===== config.mk =====
export PLATFORM = sky130hd
export DESIGN_NAME = ordered_array_list_engine
export DESIGN_NICKNAME = d
export VERILOG_FILES = /design/src/hdl/oale_pkg.sv /design/src/hdl/ordered_array_list_engine.sv /design/src/hdl/oale_dp.sv /design/src/hdl/oale_ctrl.sv
export SDC_FILE = /design/constraint.sdc
export NUM_CORES = 2
export LEC_CHECK = 0
export BUFFER_PORTS_ARGS = -buffer_cell sky130_fd_sc_hd__buf_2
export CAP_MARGIN = 20
export CORE_MARGIN = 3
export CORE_UTILIZATION = 30
export CTS_CLUSTER_DIAMETER = 120
export DETAILED_ROUTE_END_ITERATION = 6
export PLACE_DENSITY = 0.44
export REMOVE_ABC_BUFFERS = 1
export SLEW_MARGIN = 40
export SYNTH_ARGS = -nofsm -noshare
export SYNTH_HDL_FRONTEND = slang
export SYNTH_SLANG_ARGS = --single-unit

===== constraint.sdc =====
create_clock -name aclk -period 6.2 [get_ports aclk]
set_clock_uncertainty 0.2 [all_clocks]
set_input_delay 0.31 -clock aclk [delete_from_list [all_inputs] [get_ports aclk]]
set_output_delay 0.31 -clock aclk [all_outputs]
set_load 0.005 [all_outputs]

===== src/hdl/oale_pkg.sv =====
package oale_pkg;

    // List geometry
    localparam int LIST_DEPTH = 64;
    localparam int ADDR_W     = $clog2(LIST_DEPTH);
    localparam int CNT_W      = $clog2(LIST_DEPTH + 1);

    // Field widths
    localparam int OP_W   = 3;
    localparam int WORD_W = 32;
    localparam int POS_W  = 7;
    localparam int STAT_W = 2;

    // Compare width wide enough for position, count and count + 1
    localparam int CMP_W = ((POS_W > CNT_W) ? POS_W : CNT_W) + 1;

    // Opcodes
    localparam logic [OP_W-1:0] OP_CLEAR  = 3'd0;
    localparam logic [OP_W-1:0] OP_APPEND = 3'd1;
    localparam logic [OP_W-1:0] OP_READ   = 3'd2;
    localparam logic [OP_W-1:0] OP_INSERT = 3'd3;
    localparam logic [OP_W-1:0] OP_DELETE = 3'd4;
    localparam logic [OP_W-1:0] OP_SEARCH = 3'd5;

    // Status codes
    localparam logic [STAT_W-1:0] ST_OK       = 2'd0;
    localparam logic [STAT_W-1:0] ST_NOTFOUND = 2'd1;
    localparam logic [STAT_W-1:0] ST_FULL     = 2'd2;
    localparam logic [STAT_W-1:0] ST_BADPOS   = 2'd3;

    typedef enum logic [2:0] {
        IDX_HOLD,
        IDX_ZERO,
        IDX_COUNT,
        IDX_INC,
        IDX_DEC
    } idx_op_t;

    typedef enum logic [1:0] {
        RD_NONE,
        RD_POS,
        RD_IDX,
        RD_IDX_M1
    } rd_sel_t;

    typedef enum logic [2:0] {
        WR_NONE,
        WR_TAIL_VAL,
        WR_POS_VAL,
        WR_UP_RDATA,
        WR_DOWN_RDATA
    } wr_sel_t;

    typedef enum logic [1:0] {
        CNT_HOLD,
        CNT_CLR,
        CNT_INC,
        CNT_DEC
    } cnt_op_t;

    typedef struct packed {
        logic              item_load;
        logic              res_clear;
        logic              stat_load;
        logic [STAT_W-1:0] stat_code;
        logic              data_load;
        logic              found_load;
        logic              out_load;
        idx_op_t           idx_op;
        rd_sel_t           rd_sel;
        wr_sel_t           wr_sel;
        cnt_op_t           cnt_op;
    } dp_cmd_t;

    typedef struct packed {
        logic [OP_W-1:0] opcode;
        logic            full;
        logic            rd_pos_ok;
        logic            ins_pos_ok;
        logic            idx_ge_pos;
        logic            idx_lt_cnt;
        logic            pend;
        logic            match;
    } dp_stat_t;

endpackage


===== src/hdl/ordered_array_list_engine.sv =====
// Channel   Direction  Beat contents
// -------   ---------  ----------------------------------------------------------
// s_        in         tuser: opcode; tdata: value, position
// m_        out        tuser: status; tdata: data_out, found_position, list_count
//
// One item is handled at a time, from the accept cycle through the output register load.
// Clear, append, spare and rejected items go from decode straight to finish; read waits
// for its entry; search walks from the head; delete walks to the match, then shifts the
// tail down; insert shifts the tail up from the end to the position. Walks go over the
// single-write, single-read entry memory one entry per cycle. Reset clears the count,
// the controller and the output valid; entries keep whatever they hold. The next beat is
// taken while a result still waits on m_; the finished result then holds until m_ drains.
module ordered_array_list_engine (
    input  logic        aclk,
    input  logic        aresetn,
    input  logic        s_tvalid,
    output logic        s_tready,
    input  logic [39:0] s_tdata,  // [31:0] value, [38:32] position, [39] zero
    input  logic [2:0]  s_tuser,  // [2:0] opcode
    output logic        m_tvalid,
    input  logic        m_tready,
    output logic [47:0] m_tdata,  // [31:0] data_out, [38:32] found_position,
                                  // [45:39] list_count, [47:46] zero
    output logic [1:0]  m_tuser   // [1:0] status
);

    oale_pkg::dp_cmd_t  cmd;
    oale_pkg::dp_stat_t stat;

    // Unpacked beat fields
    logic        [oale_pkg::OP_W-1:0]   s_opcode;
    logic signed [oale_pkg::WORD_W-1:0] s_value;
    logic        [oale_pkg::POS_W-1:0]  s_position;
    logic        [oale_pkg::STAT_W-1:0] m_status;
    logic signed [oale_pkg::WORD_W-1:0] m_data_out;
    logic        [oale_pkg::POS_W-1:0]  m_found_position;
    logic        [oale_pkg::POS_W-1:0]  m_list_count;

    assign s_opcode   = s_tuser;
    assign s_value    = s_tdata[31:0];
    assign s_position = s_tdata[38:32];

    // Sequence each opcode: decode, walk, then hand the result to the output register
    oale_ctrl u_ctrl (
        .aclk     (aclk),
        .aresetn  (aresetn),
        .s_tvalid (s_tvalid),
        .s_tready (s_tready),
        .m_tvalid (m_tvalid),
        .m_tready (m_tready),
        .stat     (stat),
        .cmd      (cmd)
    );

    // Hold the entries, count, walk pointer and result registers
    oale_dp u_dp (
        .aclk             (aclk),
        .aresetn          (aresetn),
        .cmd              (cmd),
        .stat             (stat),
        .s_opcode         (s_opcode),
        .s_value          (s_value),
        .s_position       (s_position),
        .m_status         (m_status),
        .m_data_out       (m_data_out),
        .m_found_position (m_found_position),
        .m_list_count     (m_list_count)
    );

    // Pack the result beat, pad bits driven to zero
    assign m_tdata = {2'b00, m_list_count, m_found_position, m_data_out};
    assign m_tuser = m_status;

`ifndef NO_ASSERTIONS
    // The engine works on one beat at a time
    a_one_in_flight: assert property (@(posedge aclk) disable iff (!aresetn)
        (s_tvalid && s_tready) |=> !s_tready)
        else $error("input accepted while an item is in progress");

    // Count never passes the list depth
    a_count_bound: assert property (@(posedge aclk) disable iff (!aresetn)
        m_tvalid |-> (m_tdata[45:39] <= oale_pkg::LIST_DEPTH))
        else $error("list count above depth");

    // A match position only comes with ok status and lies at most one past the list count
    a_found_ok: assert property (@(posedge aclk) disable iff (!aresetn)
        (m_tvalid && (m_tdata[38:32] != 7'd0)) |->
        ((m_tuser == oale_pkg::ST_OK) && (m_tdata[38:32] <= m_tdata[45:39] + 1)))
        else $error("found position without ok status or beyond list");

    // Read data is zero unless the status is ok
    a_data_ok: assert property (@(posedge aclk) disable iff (!aresetn)
        (m_tvalid && (m_tuser != oale_pkg::ST_OK)) |-> (m_tdata[31:0] == 32'd0))
        else $error("nonzero data with error status");
`endif

endmodule


===== src/hdl/oale_dp.sv =====
module oale_dp (
    input  logic                                 aclk,
    input  logic                                 aresetn,
    input  oale_pkg::dp_cmd_t                    cmd,
    output oale_pkg::dp_stat_t                   stat,
    input  logic        [oale_pkg::OP_W-1:0]     s_opcode,
    input  logic signed [oale_pkg::WORD_W-1:0]   s_value,
    input  logic        [oale_pkg::POS_W-1:0]    s_position,
    output logic        [oale_pkg::STAT_W-1:0]   m_status,
    output logic signed [oale_pkg::WORD_W-1:0]   m_data_out,
    output logic        [oale_pkg::POS_W-1:0]    m_found_position,
    output logic        [oale_pkg::POS_W-1:0]    m_list_count
);

    // Item registers
    logic        [oale_pkg::OP_W-1:0]   op_reg;
    logic signed [oale_pkg::WORD_W-1:0] val_reg;
    logic        [oale_pkg::POS_W-1:0]  pos_reg;

    // Walk state
    logic [oale_pkg::CNT_W-1:0] cnt_reg, cnt_next;
    logic [oale_pkg::CNT_W-1:0] idx_reg, idx_next;
    logic                       pend_reg;

    // Entry store
    logic signed [oale_pkg::WORD_W-1:0] entry_mem [oale_pkg::LIST_DEPTH];
    logic signed [oale_pkg::WORD_W-1:0] rdata_reg;

    // Result in progress and output holding register
    logic        [oale_pkg::STAT_W-1:0] status_reg;
    logic signed [oale_pkg::WORD_W-1:0] data_reg;
    logic        [oale_pkg::POS_W-1:0]  found_reg;
    logic        [oale_pkg::STAT_W-1:0] out_status_reg;
    logic signed [oale_pkg::WORD_W-1:0] out_data_reg;
    logic        [oale_pkg::POS_W-1:0]  out_found_reg;
    logic        [oale_pkg::POS_W-1:0]  out_count_reg;

    logic [oale_pkg::CNT_W-1:0] idx_p1, idx_m1, idx_m2;
    logic [oale_pkg::POS_W-1:0] pos_m1;
    logic [oale_pkg::CMP_W-1:0] pos_x, cnt_x, idx_x;

    logic                               rd_en, wr_en;
    logic        [oale_pkg::ADDR_W-1:0] rd_addr, wr_addr;
    logic signed [oale_pkg::WORD_W-1:0] wr_data;

    assign idx_p1 = idx_reg + oale_pkg::CNT_W'(1);
    assign idx_m1 = idx_reg - oale_pkg::CNT_W'(1);
    assign idx_m2 = idx_reg - oale_pkg::CNT_W'(2);
    assign pos_m1 = pos_reg - oale_pkg::POS_W'(1);

    assign pos_x = oale_pkg::CMP_W'(pos_reg);
    assign cnt_x = oale_pkg::CMP_W'(cnt_reg);
    assign idx_x = oale_pkg::CMP_W'(idx_reg);

    always_comb begin
        stat.opcode     = op_reg;
        stat.full       = (cnt_reg == oale_pkg::CNT_W'(oale_pkg::LIST_DEPTH));
        stat.rd_pos_ok  = (pos_reg != '0) && (pos_x <= cnt_x);
        stat.ins_pos_ok = (pos_reg != '0) && (pos_x <= cnt_x + oale_pkg::CMP_W'(1));
        stat.idx_ge_pos = (idx_x >= pos_x);
        stat.idx_lt_cnt = (idx_reg < cnt_reg);
        stat.pend       = pend_reg;
        stat.match      = (rdata_reg == val_reg);
    end

    always_comb begin
        rd_en   = 1'b1;
        rd_addr = idx_reg[oale_pkg::ADDR_W-1:0];
        unique case (cmd.rd_sel)
            oale_pkg::RD_NONE:   rd_en   = 1'b0;
            oale_pkg::RD_POS:    rd_addr = pos_m1[oale_pkg::ADDR_W-1:0];
            oale_pkg::RD_IDX:    rd_addr = idx_reg[oale_pkg::ADDR_W-1:0];
            oale_pkg::RD_IDX_M1: rd_addr = idx_m1[oale_pkg::ADDR_W-1:0];
            default:             rd_en   = 1'b0;
        endcase
    end

    always_comb begin
        wr_en   = 1'b1;
        wr_addr = cnt_reg[oale_pkg::ADDR_W-1:0];
        wr_data = val_reg;
        unique case (cmd.wr_sel)
            oale_pkg::WR_NONE: wr_en = 1'b0;
            oale_pkg::WR_TAIL_VAL: begin
                wr_addr = cnt_reg[oale_pkg::ADDR_W-1:0];
                wr_data = val_reg;
            end
            oale_pkg::WR_POS_VAL: begin
                wr_addr = pos_m1[oale_pkg::ADDR_W-1:0];
                wr_data = val_reg;
            end
            oale_pkg::WR_UP_RDATA: begin
                wr_addr = idx_p1[oale_pkg::ADDR_W-1:0];
                wr_data = rdata_reg;
            end
            oale_pkg::WR_DOWN_RDATA: begin
                wr_addr = idx_m2[oale_pkg::ADDR_W-1:0];
                wr_data = rdata_reg;
            end
            default: wr_en = 1'b0;
        endcase
    end

    always_comb begin
        unique case (cmd.idx_op)
            oale_pkg::IDX_HOLD:  idx_next = idx_reg;
            oale_pkg::IDX_ZERO:  idx_next = '0;
            oale_pkg::IDX_COUNT: idx_next = cnt_reg;
            oale_pkg::IDX_INC:   idx_next = idx_p1;
            oale_pkg::IDX_DEC:   idx_next = idx_m1;
            default:             idx_next = idx_reg;
        endcase
    end

    always_comb begin
        unique case (cmd.cnt_op)
            oale_pkg::CNT_HOLD: cnt_next = cnt_reg;
            oale_pkg::CNT_CLR:  cnt_next = '0;
            oale_pkg::CNT_INC:  cnt_next = cnt_reg + oale_pkg::CNT_W'(1);
            oale_pkg::CNT_DEC:  cnt_next = cnt_reg - oale_pkg::CNT_W'(1);
            default:            cnt_next = cnt_reg;
        endcase
    end

    // One write and one registered read per cycle
    always_ff @(posedge aclk) begin
        if (wr_en) begin
            entry_mem[wr_addr] <= wr_data;
        end
        if (rd_en) begin
            rdata_reg <= entry_mem[rd_addr];
        end
    end

    always_ff @(posedge aclk) begin
        if (!aresetn) begin
            cnt_reg  <= '0;
            pend_reg <= 1'b0;
        end else begin
            cnt_reg  <= cnt_next;
            pend_reg <= rd_en;
        end
    end

    always_ff @(posedge aclk) begin
        idx_reg <= idx_next;
        if (cmd.item_load) begin
            op_reg  <= s_opcode;
            val_reg <= s_value;
            pos_reg <= s_position;
        end
        if (cmd.res_clear) begin
            status_reg <= oale_pkg::ST_OK;
            data_reg   <= '0;
            found_reg  <= '0;
        end else begin
            if (cmd.stat_load) begin
                status_reg <= cmd.stat_code;
            end
            if (cmd.data_load) begin
                data_reg <= rdata_reg;
            end
            if (cmd.found_load) begin
                found_reg <= oale_pkg::POS_W'(idx_reg);
            end
        end
        if (cmd.out_load) begin
            out_status_reg <= status_reg;
            out_data_reg   <= data_reg;
            out_found_reg  <= found_reg;
            out_count_reg  <= oale_pkg::POS_W'(cnt_reg);
        end
    end

    assign m_status         = out_status_reg;
    assign m_data_out       = out_data_reg;
    assign m_found_position = out_found_reg;
    assign m_list_count     = out_count_reg;

endmodule


===== src/hdl/oale_ctrl.sv =====
module oale_ctrl (
    input  logic               aclk,
    input  logic               aresetn,
    input  logic               s_tvalid,
    output logic               s_tready,
    output logic               m_tvalid,
    input  logic               m_tready,
    input  oale_pkg::dp_stat_t stat,
    output oale_pkg::dp_cmd_t  cmd
);

    localparam logic [2:0] S_IDLE      = 3'd0;
    localparam logic [2:0] S_DECODE    = 3'd1;
    localparam logic [2:0] S_RD_WAIT   = 3'd2;
    localparam logic [2:0] S_SCAN      = 3'd3;
    localparam logic [2:0] S_INS_SHIFT = 3'd4;
    localparam logic [2:0] S_DEL_SHIFT = 3'd5;
    localparam logic [2:0] S_FINISH    = 3'd6;

    logic [2:0] state_reg, state_next;
    logic       m_valid_reg, m_valid_next;

    assign s_tready = (state_reg == S_IDLE);
    assign m_tvalid = m_valid_reg;

    always_comb begin
        state_next     = state_reg;
        cmd            = '0;
        cmd.stat_code  = oale_pkg::ST_OK;
        cmd.idx_op     = oale_pkg::IDX_HOLD;
        cmd.rd_sel     = oale_pkg::RD_NONE;
        cmd.wr_sel     = oale_pkg::WR_NONE;
        cmd.cnt_op     = oale_pkg::CNT_HOLD;

        unique case (state_reg)
            S_IDLE: begin
                if (s_tvalid) begin
                    cmd.item_load = 1'b1;
                    cmd.res_clear = 1'b1;
                    state_next    = S_DECODE;
                end
            end
            S_DECODE: begin
                state_next    = S_FINISH;
                unique case (stat.opcode)
                    oale_pkg::OP_CLEAR: cmd.cnt_op = oale_pkg::CNT_CLR;
                    oale_pkg::OP_APPEND: begin
                        if (stat.full) begin
                            cmd.stat_load = 1'b1;
                            cmd.stat_code = oale_pkg::ST_FULL;
                        end else begin
                            cmd.wr_sel = oale_pkg::WR_TAIL_VAL;
                            cmd.cnt_op = oale_pkg::CNT_INC;
                        end
                    end
                    oale_pkg::OP_READ: begin
                        if (stat.rd_pos_ok) begin
                            cmd.rd_sel = oale_pkg::RD_POS;
                            state_next = S_RD_WAIT;
                        end else begin
                            cmd.stat_load = 1'b1;
                            cmd.stat_code = oale_pkg::ST_BADPOS;
                        end
                    end
                    oale_pkg::OP_INSERT: begin
                        priority if (stat.full) begin
                            cmd.stat_load = 1'b1;
                            cmd.stat_code = oale_pkg::ST_FULL;
                        end else if (!stat.ins_pos_ok) begin
                            cmd.stat_load = 1'b1;
                            cmd.stat_code = oale_pkg::ST_BADPOS;
                        end else begin
                            cmd.idx_op = oale_pkg::IDX_COUNT;
                            state_next = S_INS_SHIFT;
                        end
                    end
                    oale_pkg::OP_DELETE, oale_pkg::OP_SEARCH: begin
                        cmd.idx_op = oale_pkg::IDX_ZERO;
                        state_next = S_SCAN;
                    end
                    default: state_next = S_FINISH;
                endcase
            end
            S_RD_WAIT: begin
                cmd.data_load = 1'b1;
                state_next    = S_FINISH;
            end
            S_SCAN: begin
                priority if (stat.pend && stat.match) begin
                    cmd.found_load = 1'b1;
                    state_next     = (stat.opcode == oale_pkg::OP_DELETE) ? S_DEL_SHIFT
                                                                         : S_FINISH;
                end else if (stat.idx_lt_cnt) begin
                    cmd.rd_sel = oale_pkg::RD_IDX;
                    cmd.idx_op = oale_pkg::IDX_INC;
                end else begin
                    // walked past the last entry without a hit
                    cmd.stat_load = 1'b1;
                    cmd.stat_code = oale_pkg::ST_NOTFOUND;
                    state_next    = S_FINISH;
                end
            end
            S_INS_SHIFT: begin
                priority if (stat.idx_ge_pos) begin
                    cmd.rd_sel = oale_pkg::RD_IDX_M1;
                    cmd.idx_op = oale_pkg::IDX_DEC;
                    if (stat.pend) begin
                        cmd.wr_sel = oale_pkg::WR_UP_RDATA;
                    end
                end else if (stat.pend) begin
                    cmd.wr_sel = oale_pkg::WR_UP_RDATA;
                end else begin
                    cmd.wr_sel = oale_pkg::WR_POS_VAL;
                    cmd.cnt_op = oale_pkg::CNT_INC;
                    state_next = S_FINISH;
                end
            end
            S_DEL_SHIFT: begin
                priority if (stat.idx_lt_cnt) begin
                    cmd.rd_sel = oale_pkg::RD_IDX;
                    cmd.idx_op = oale_pkg::IDX_INC;
                    if (stat.pend) begin
                        cmd.wr_sel = oale_pkg::WR_DOWN_RDATA;
                    end
                end else if (stat.pend) begin
                    cmd.wr_sel = oale_pkg::WR_DOWN_RDATA;
                end else begin
                    cmd.cnt_op = oale_pkg::CNT_DEC;
                    state_next = S_FINISH;
                end
            end
            S_FINISH: begin
                if (!m_valid_reg || m_tready) begin
                    cmd.out_load = 1'b1;
                    state_next   = S_IDLE;
                end
            end
            default: state_next = S_IDLE;
        endcase
    end

    always_comb begin
        priority if (cmd.out_load) begin
            m_valid_next = 1'b1;
        end else if (m_tready) begin
            m_valid_next = 1'b0;
        end else begin
            m_valid_next = m_valid_reg;
        end
    end

    always_ff @(posedge aclk) begin
        if (!aresetn) begin
            state_reg   <= S_IDLE;
            m_valid_reg <= 1'b0;
        end else begin
            state_reg   <= state_next;
            m_valid_reg <= m_valid_next;
        end
    end

endmodule


Yosys cells after proc, flatten, opt, wreduce, memory -nomap -nowiden:

Memory sizes are Yosys's and may differ from the RTL's. A register that Yosys moved wholly into a read port is not among the register bits.
Index checks and enable logic that the tools add are counted.

* register bits after elaboration: 150
* RAM bits: 2048
* memories kept: 1

* add/subtract/negate cells: 7
* $lt $le $gt $ge: 4
* equality and inequality tests: 31
* multiplexer cells: 60
* reduce and logical (&&, ||, !) cells: 17

Memory list
* u_dp.entry_mem: depth 64, bits a word 32, rd ports 1, clocked after Yosys merged registers in 1, wr ports 1, line oale_dp.sv:26 `logic signed [oale_pkg::WORD_W-1:0] entry_mem [oale_pkg::LIST_DEPTH];`

Operator list (count)
* two-way mux 3 bit: 18
* equality test 32 bit: 1
* two-way mux 32 bit: 1
* case mux 7 bit (4 select lines): 1
* equality test 3 x 2 -> 1 bit, second input constant: 8
* two-way mux 2 bit: 11
* equality test 3 bit, second input constant: 7
* case mux 3 bit (7 select lines): 1
* case mux 7 bit (3 select lines): 1
* case mux 5 bit (4 select lines): 1
* case mux 3 bit (3 select lines): 2
* case mux 6 bit (3 select lines): 1
* two-way mux 1 bit: 15
* case mux 5 bit (3 select lines): 1
* adder 7 x 1 -> 7 bit, second input constant: 2
* subtractor 7 x 1 -> 7 bit, second input constant: 2
* equality test 3 x 1 -> 1 bit, second input constant: 4
* case mux 3 bit (2 select lines): 2
* case mux 6 bit (2 select lines): 1
* two-way mux 5 bit: 2
* adder 7 x 1 -> 8 bit, second input constant: 1
* less-or-equal comparator 7 x 8 -> 1 bit: 1
* equality test 7 bit, second input constant: 1
* greater-or-equal comparator 7 bit: 1
* 22 further kinds: 33

Depth between registers and ports, before layout:

* depth after elaboration: 9
* depth in mapped cells: 18
* mapped depth without buffers: 17

Modules after synthesis:

A second synthesis with hierarchy kept.

* cell total of the unflattened synthesis: 6385
* area total of the unflattened synthesis: 89792.4 um2

Modules (own cells, without submodules)
* oale_dp: times used 1, cells each 6296, area an instance 89121.7 um2
* oale_ctrl: times used 1, cells each 86, area an instance 651.9 um2
* ordered_array_list_engine: times used 1, cells each 3, area an instance 18.8 um2

Worst setup path after synthesis:

Ideal clock, no wire load.

* kind: register to register
* from: reg u_dp.pos_reg[4] (netlist bit)
* to: mem u_dp.entry_mem[30][0] (netlist bit) (enable)
* library setup time: 0.503 ns
* arrival: 5.622 ns
* required time: 5.497 ns
* path slack: -0.124 ns
* cell stages (with the launch flop): 10
* clock period less this slack: 6.324 ns
* path through: edfxtp_1 > inv_1 > ha_1 > a21o_1 > a221o_1 > a41oi_2 > nand3_1 > o221ai_1 > nand4_1 > nor4_1

* word-level cells in the longest chain between the ends: 8

Ends and longest elaborated chain
* start, declared: line oale_dp.sv:18 `logic [oale_pkg::POS_W-1:0] pos_reg;`
* start signal, assigned: line oale_dp.sv:150 `pos_reg <= s_position;`
* greater-or-equal comparator 7 bit: line oale_dp.sv:60 `stat.idx_ge_pos = (idx_x >= pos_x);`
* two-way mux 3 bit: line oale_ctrl.sv:104 `priority if (stat.idx_ge_pos) begin`
* case mux 5 bit (3 select lines): line oale_ctrl.sv:35 `unique case (state_reg)`
* equality test 3 x 1 -> 1 bit (tied with other cells): line oale_dp.sv:82 `unique case (cmd.wr_sel)`
* OR reduction 4 bit (no line)
* two-way mux 1 bit: line oale_dp.sv:82
* two-way mux 1 bit: line oale_dp.sv:127 `if (wr_en) begin`
* two-way mux 1 bit (implied by the code): line oale_dp.sv:128 `entry_mem[wr_addr] <= wr_data;`
* end, declared: line oale_dp.sv:26

Several ways; a longest one is shown, not always the timed one.

Worst setup path in the final report:

* from: reg u_dp.idx_reg[0] (netlist bit)
* to: reg u_dp.rdata_reg[11] (netlist bit), read port of u_dp.entry_mem (data pin)

* word-level cells in the longest chain between the ends: 6

Ends and longest elaborated chain
* start, declared: line oale_dp.sv:22 `logic [oale_pkg::CNT_W-1:0] idx_reg, idx_next;`
* start signal, assigned: line oale_dp.sv:146 `idx_reg <= idx_next;`
* < comparator 7 bit: line oale_dp.sv:61 `stat.idx_lt_cnt = (idx_reg < cnt_reg);`
* two-way mux 4 bit: line oale_ctrl.sv:93, oale_ctrl.sv:119
* two-way mux 5 bit: line oale_ctrl.sv:89 `priority if (stat.pend && stat.match) begin`
* case mux 5 bit (4 select lines): line oale_ctrl.sv:35
* equality test 2 bit (tied with other cells): line oale_dp.sv:69 `unique case (cmd.rd_sel)`
* case mux 6 bit (2 select lines) / logical NOT 1 bit (equally long branches)
* end, declared: line oale_dp.sv:27 `logic signed [oale_pkg::WORD_W-1:0] rdata_reg;`

Several ways; a longest one is shown, not always the timed one.
A chain may end at the register's enable or synchronous reset.

==> run metrics <==
initial antenna violation count 20; Routed WL per cell 29.40 µm; Final Setup Violations 0; CTS root buf clkbuf_16; PortBufs 95; Num CTS Buffers ~260; CP Class reg -> reg; FMAX roughly 0.18 GHz; Most flops, register u_dp.entry_mem; met1 Usage GRT about 28%; Critical Path AT around 5.9 ns; Hold Vio Cnt, Final 0; vias in the first global route 52040; Cell Rows between 150 and 200; Tightest Hold Check Type in -> reg; Ports between 90 and 100; die height ~550 µm; PwrDens 466.6 nW/µm²; pin count of the biggest net entering global routing 83; met2 Track Usage GR 31.36%; Core Box Area just under 300000 µm²; crit-path max FO 21; area post-placement 97350 µm²; Avg Cell Area, Syn between 15 and 20 µm²; gr usage total 19.51%; Worst setup startpoint u_dp.idx_reg[0]$_DFFE_PP_; layout cell share with drive strength beyond 1 16.30%; first-pass GRT wire length 419.3 mm; ys flop type edfxtp_1; fin crit period ~5.6 ns; worst vdd ir 271.3 µV; Finished Core Util 36.01%; startpoint types flop; clock slew at reported path FFs 0.06 ns; worst relative slew slack 39.63%; area added between synthesis and finish 19.00%; worst r2r src u_dp.idx_reg[0]$_DFFE_PP_; part of the cycle the worst path needs about nine tenths; CTS tree built; die area 303900 µm²; Cells after Synth 5720; Detailed Route WL between 300 and 400 mm; Power Total about 50 mW; highest-count cells in the layout ignoring fill and taps edfxtp_1 (2177), nand2_1 (975), mux2i_1 (529); Largest register FFs 2048; Top Usage Layer GRT met2; worst slack at placement 0.7863 ns; Die X between 500 and 600 µm; Global Route met3 Usage 2.734%; Detailed Routing Iterations Pass 1 6; # nets final 6270; Skew-Pair Late Insertion Delay 0.89 ns; cell leakage power 35.64 nW; Detail Route Antenna Nets 0; fin. max-slew vios 0; Post-synth EDFFs 2177; CTS Sinks 2230; max-cap viol count 0; Design Area, Final 106200 µm²; Syn. warnings 0; post-synth cell types 89; vias per inst 5.157; DRT iter0 DRCs 5661; Setup TNS 0 ns; crit path capture type flop; Req. time, crit path ~6.6 ns; H-tree depth 5; drt drc 0; Mapped Area 89210 µm²; commonest non-fill, non-tap cell in the layout edfxtp_1; Worst-Margin Slew 0.9007 ns; share of the yosys chip area belonging to registers 74.47%; gpl congestion between 0.8 and 0.9; Clock Path Buffers 4; GRT overflow 0; ys async rst share 0%; Final WS setup about 0.63 ns; RSZ-0062 raised after global routing false; Hold Path Origin aresetn; post-detail-place hpwl 179.1 mm; outcome complete, no violations; flops & latches, synth approximately 2200; fillers approximately 28000; via count approximately 53000; initial core utilization 30.26%
[cell type report]
| cell class | instances | area (µm²) | area share, % |
|---|---|---|---|
| Tap cell | 3919 | 4903 | 4.619 |
| Antenna cell | 5 | 12.51 | 0.01179 |
| Clock inverter | 109 | 874.6 | 0.8239 |
| Clock buffer | 349 | 7030 | 6.623 |
| Sequential cell | 2230 | 66430 | 62.58 |
| Inverter | 36 | 135.1 | 0.1273 |
| Timing Repair Buffer | 524 | 4886 | 4.603 |
| Multi-Input combinational cell | 3127 | 21880 | 20.61 |
[cells by family (layout without fill, tap and decap cells)]
logic type,after synthesis,after routing,share of synthesized area (%)
buffers and inverters,364,1018,1.986
DFF,2230,2230,74.47
muxes,672,672,8.915
adders and majority gates,41,41,0.5835
other,1,7,0.004204
xor gates and xnor gates,55,55,0.5400
AOI/OAI and AO/OA,649,649,5.159
and+or+nand+nor,1708,1708,8.340
[through the flow]
| stage | std cells | hold slack, ns |
|---|---|---|
| final | 10300 | 0.2016 |
| after global routing | 10300 | 0.1648 |
| after CTS | 10290 | 0.1249 |
| after detailed placement | 9747 | 0.2161 |
| after global placement | 9739 | 0.2151 |
| after floorplan | 5393 | 0.2019 |
[path summary, 6_finish.rpt]
path | endpoint | slack, ns | cells past startpoint
min reg2reg | u_dp.m_data_out[13]$_DFFE_PP_ | 0.22 | 0
min | u_dp.pend_reg$_SDFF_PN0_ | 0.20 | 3
max reg2reg | u_dp.rdata_reg[11]$_DFFE_PP_ | 0.63 | 13
max | u_dp.rdata_reg[11]$_DFFE_PP_ | 0.63 | 13
[report_power, final]
group	internal [mW]	switching [mW]	leakage, nW	total (mW)
Sequential	18.3	0.422	20.0	18.7
Combinational	5.31	11.0	11.8	16.3
Clock	8.27	6.23	3.84	14.5
[synthesized netlist by cell type (35+ instances only)]
cell type / instances / area [µm²]
nand3_1: 403 / 2017
xnor2_1: 44 / 385.4
nand2_1: 1009 / 3787
buf_2: 126 / 630.6
nor2_1: 122 / 457.9
edfxtp_1: 2177 / 65370
clkbuf_1: 130 / 488.0
o21ai_0: 53 / 265.3
a32oi_1: 96 / 840.8
mux2_2: 37 / 416.7
a31oi_1: 61 / 381.6
dfxtp_1: 53 / 1061
buf_4: 50 / 375.4
mux2i_1: 529 / 5295
mux4_2: 93 / 2095
inv_1: 35 / 131.4
ha_1: 40 / 500.5
o22ai_1: 54 / 337.8
nand4_1: 37 / 231.5
a21oi_1: 123 / 615.6
[worst max-delay path, stage by stage (launching register included)]
cell       delay [ns]
edfxtp_1         0.61
inv_1            0.24
ha_1             0.25
nor2b_1          0.13
o21ai_0          0.31
a41oi_2          0.29
nor3_1           0.49
a211o_4          0.65
buf_4            0.39
mux2i_1          0.22
mux2i_1          0.09
o2111ai_1        0.48
nand4_1          0.48
o22a_1           0.43
[routing by layer]
layer  vias up  wire (µm)
met2      1671     140900
met3       417      16900
li1      23110          -
met1     27910     137500
met5         -          0
met4         0       7504
[repair_timing]
item / in CTS / in global routing
hold buffers: 88 / 0
setup buffers: 0 / 0
hold endpoints to repair: 83 / 0
setup endpoints to repair: 0 / 0
resized for setup: 0 / 0
(Power assumes the default switching activity.)
